[src/hw/rtl/ptt_pkg.sv]
`default_nettype none

package ptt_pkg;

    // Width of the dead band register
    localparam int EPS_BITS = 20;

    // Result stream width: three flags padded to one byte
    localparam int RES_BITS = 8;

    // Edge mode codes carried on the request side user bits
    localparam logic MODE_CLOSED = 1'b0;
    localparam logic MODE_OPEN   = 1'b1;

    // Pipeline control shared with the split multipliers
    typedef struct packed {
        logic advance;   // whole pipeline moves this cycle
        logic valid_a;   // operands at the multiplier inputs are live
        logic valid_b;   // partial products inside the multiplier are live
    } ptt_mul_ctl_t;

endpackage

`default_nettype wire

[src/hw/rtl/ptt_wide_mul.sv]
`default_nettype none

// Two-stage signed multiplier: operands split into halves, four partial
// products in the first stage, shifted sum in the second.
module ptt_wide_mul
    import ptt_pkg::*;
#(
    parameter int W = 35
)
(
    input  wire                   clk,
    input  wire ptt_mul_ctl_t     ctl,
    input  wire logic signed [W-1:0]   a,
    input  wire logic signed [W-1:0]   b,
    output logic signed [2*W-1:0] p
);

    localparam int LO = (W + 1) / 2;
    localparam int HI = W - LO;
    localparam int LL = 2 * LO + 2;
    localparam int LH = LO + 1 + HI;
    localparam int HH = 2 * HI;
    localparam int PW = 2 * W;

    logic signed [LO:0]    a_lo;
    logic signed [LO:0]    b_lo;
    logic signed [HI-1:0]  a_hi;
    logic signed [HI-1:0]  b_hi;

    logic signed [LL-1:0]  ll_next, ll_reg;
    logic signed [LH-1:0]  lh_next, lh_reg;
    logic signed [LH-1:0]  hl_next, hl_reg;
    logic signed [HH-1:0]  hh_next, hh_reg;
    logic signed [PW-1:0]  p_next, p_reg;

    // Split operands: low halves unsigned, high halves keep the sign
    assign a_lo = {1'b0, a[LO-1:0]};
    assign b_lo = {1'b0, b[LO-1:0]};
    assign a_hi = a[W-1:LO];
    assign b_hi = b[W-1:LO];

    // Form partial products
    always_comb
    begin
        ll_next = a_lo * b_lo;
        lh_next = a_lo * b_hi;
        hl_next = a_hi * b_lo;
        hh_next = a_hi * b_hi;
    end

    always_ff @(posedge clk)
    begin
        if (ctl.advance && ctl.valid_a)
        begin
            ll_reg <= ll_next;
            lh_reg <= lh_next;
            hl_reg <= hl_next;
            hh_reg <= hh_next;
        end
    end

    // Recombine partial products at their weights
    always_comb
    begin
        p_next = (PW'(hh_reg) <<< (2 * LO))
               + ((PW'(lh_reg) + PW'(hl_reg)) <<< LO)
               + PW'(ll_reg);
    end

    always_ff @(posedge clk)
    begin
        if (ctl.advance && ctl.valid_b)
        begin
            p_reg <= p_next;
        end
    end

    assign p = p_reg;

endmodule

`default_nettype wire

[config.mk]
export PLATFORM = sky130hd
export DESIGN_NAME = ptt_wide_mul
export DESIGN_NICKNAME = d
export VERILOG_FILES = /design/src/hw/rtl/ptt_pkg.sv /design/src/hw/rtl/ptt_wide_mul.sv
export SDC_FILE = /design/constraint.sdc
export NUM_CORES = 2
export LEC_CHECK = 0
export ABC_CLOCK_PERIOD_IN_PS = 8700
export BUFFER_PORTS_ARGS = -buffer_cell sky130_fd_sc_hd__buf_2
export CAP_MARGIN = 20
export CORE_MARGIN = 2
export CORE_UTILIZATION = 42
export CTS_CLUSTER_SIZE = 8
export DETAILED_ROUTE_END_ITERATION = 8
export PLACE_DENSITY = 0.57
export SLEW_MARGIN = 20
export SYNTH_ARGS = -nofsm -noshare
export SYNTH_HDL_FRONTEND = slang
export SYNTH_SLANG_ARGS = --single-unit
[constraint.sdc]
create_clock -name clk -period 8.7 [get_ports clk]
set_clock_uncertainty 0.05 [all_clocks]
set_input_delay 1.305 -clock clk [delete_from_list [all_inputs] [get_ports clk]]
set_output_delay 1.305 -clock clk [all_outputs]
set_load 0.02 [all_outputs]
==> out/metrics.yaml <==
clock_network:
  cts_sinks: 212
  path_clk_slew_ns: 0.06
  post_cts.repair.setup_buffers: 0
  cts_resized: 0
  cts-buffers-inserted: 34
  tritoncts: "yes"
  clk_path_buf_depth: 3
  cts_htree_levels: 2
  hold_buffers: 0
  clkLatencyLatePin_ns: 0.60
  cts_root_buffer: "clkbuf_16"
cells_and_area:
  n_fill_cell: 12063
  nNetsFinal: 7281
  drive_gt1_frac: 0.0618
  regArea_um2: 6370
  syn_to_final_growth_pct: 7.47
  multi_input_area_um2: 40900
  largest_reg_flops: 70
placed_design:
  port_buffers: 143
  gp_congestion: 0.872
  hpwl_mm: 116
synth:
  ys_types: 73
  synth_area_um2: 52600
  yosysMostFrequentCell: "inv_1"
  async_flop_share: 0
  synth.largest_area_cell: "fa_1"
  synth-seq-cells: 212
  ys_warn_count: 0
  synth_area_per_cell_um2: 9.45
  synthFlopType: "edfxtp_1"
  yosys-top-cells-count: "1,183 x inv_1, 1,032 x fa_1, 665 x nand2_1, 585 x and2_1, 542 x ha_1"
  yosysTopAreaCellShare: 0.393
  synth_edf_count: 212
  synthesis.nets: 7212
  yosys-top-cells-area: "fa_1 39%, ha_1 13%, edfxtp_1 12%"
  netlist_instances: 5564
  synth_seq_area_share: 0.121
setup_path:
  r2r_slack_ns: 1.79
  critPathMaxFanout: 27
  path_common_cell: "fa_1"
  crit_type: "input port to flip-flop"
  cp.required_ns: 8.95
  end_kind: "flip-flop"
  startpoint_type: "input port"
  cp_cell_sequence: "buf_2 > and2_1 > fa_1 > inv_1 > fa_1 > fa_1 > inv_1 > fa_1 > fa_1 > inv_1 > fa_1 > inv_1 > ha_1 > a21o_1 > a21o_1 > a221o_1 > o2111ai_2 > a21oi_1 > o31ai_2 > o21ai_1 > a221o_1 > a21oi_1 > xnor2_1"
  cp_slowest_stage_delay_ns: 0.57
  cp_slowest_cell: "buf_2"
  critPathArrivalTime_ns: 7.81
detailed_routing:
  drt_wl_total_mm: 142
  drtIter0Drc: 2343
  drc: 0
  detail-route-antenna-nets: 0
  routed-via-count: 37630
  first_pass_iters: 5
  wl_per_cell_um: 19.5
  via_per_inst: 5.17
worst_hold_path:
  hp-class: "flip-flop to flip-flop"
global_routing:
  grt_max_degree: 70
  grt_overflow: 0
  grt.total_usage: 0.232
  antenna_found_initial: 17
  grt_pass1_vias: 40149
  grt_pass1_wl_mm: 229
sta:
  tightest_slew_ns: 1.06
  timing.final.crit_share: 0.869
  slew_headroom: 0.294
  slew_viol_final: 0
  rsz0062_at_grt: "no"
  fin_crit_ns: 7.56
  finalSetupTns_ns: 0
  fmax_ghz: 0.132
  setup_violations: 0
  finalHoldViolCount: 0
floorplan:
  io_pins: 144
  rows: 129
  dieHeight_um: 358
  die_w_um: 358
  dieArea_um2: 128000
  core_area_um2: 124000
  start_util: 0.424
job:
  drv_cap: 0
status:
  status: "finished clean"
## kinds of logic (layout without fill, tap and decap cells)
family | count (synthesis) | count (layout) | synth area share
and+or+nand+nor | 1584 | 1584 | 0.149
xor gates and xnor gates | 200 | 200 | 0.0333
AOI/OAI and AO/OA | 568 | 568 | 0.0724
buffers and inverters | 1426 | 1505 | 0.102
other | 0 | 3 | 0
adders and majority gates | 1574 | 1574 | 0.522
DFF | 212 | 212 | 0.121
## worst max-delay path, delay by kind of cell
kind / cells / cell delay, ns
adder cells (fa/ha/maj): 7 / 3.15
AND/OR/NAND/NOR: 1 / 0.26
buffers and inverters: 5 / 0.79
XOR/XNOR: 1 / 0.08
AO/OA/AOI/OAI: 9 / 2.23
## final timing paths
kind / start / endpoint / cells past startpoint
max: b[6] / ll_reg[34] / 23
min: ll_reg[9] / p[9] / 0
max reg2reg: lh_reg[0] / p[66] / 20
min reg2reg: ll_reg[9] / p[9] / 0
## area by class of cell
| type | count | area share |
|---|---|---|
| antenna | 3 | 0.000133 |
| clock buffer | 40 | 0.0158 |
| clock inverter | 6 | 0.00102 |
| inverter | 1183 | 0.0786 |
| multi-input combinational | 3926 | 0.723 |
| sequential | 212 | 0.113 |
| tap | 1637 | 0.0363 |
| timing repair buffer | 276 | 0.0322 |
## routing by layer
layer  share of wire  global-route usage  wire, µm
met5         0.00041                   0        58
met4           0.017              0.0438      2410
met3           0.060              0.0315      8600
met2            0.45               0.369     64200
met1            0.47               0.342     67000
## stage by stage
stage	hold WS (ns)	setup WS [ns]	std cells	instance area [µm²]	utilization
2_1_floorplan	0.350	1.11	5564	52600	-
3_3_place_gp	0.353	0.583	7233	55500	0.448
3_5_place_dp	0.355	0.553	7233	55500	0.448
4_1_cts	0.353	1.16	7279	56500	0.456
5_1_grt	0.364	0.775	7280	56500	0.456
6_report	0.354	1.14	7283	56500	0.456
## cells in the final DEF, fill, tap and decap left out, types with 5 or more instances in the layout
| cell type | count |
|---|---|
| a221oi_1 | 5 |
| a21boi_0 | 10 |
| a21oi_1 | 170 |
| nand2b_1 | 44 |
| nor2_1 | 131 |
| nand2_1 | 665 |
| o21bai_1 | 39 |
| o21ai_0 | 87 |
| a211oi_1 | 16 |
| o211ai_1 | 6 |
| o2111ai_1 | 6 |
| xnor2_1 | 159 |
| buf_12 | 8 |
| buf_4 | 124 |
| and3_1 | 24 |
| o21ai_1 | 10 |
| clkbuf_16 | 35 |
| nor3_1 | 27 |
| a21o_1 | 106 |
| clkbuf_1 | 5 |
| inv_1 | 1183 |
| a31oi_1 | 10 |
| a31o_2 | 8 |
| o31ai_1 | 6 |
| nand4_1 | 14 |
| xor2_1 | 41 |
| fa_1 | 1032 |
| nor2b_1 | 23 |
| a211o_1 | 7 |
| buf_2 | 143 |
| ha_1 | 542 |
| o21a_1 | 22 |
| edfxtp_1 | 212 |
| or3_1 | 8 |
| and2_1 | 583 |
| nand3_1 | 46 |
Power is not shown: default switching activity piles up to over one toggle a cycle in this logic, so the estimate is an artifact.
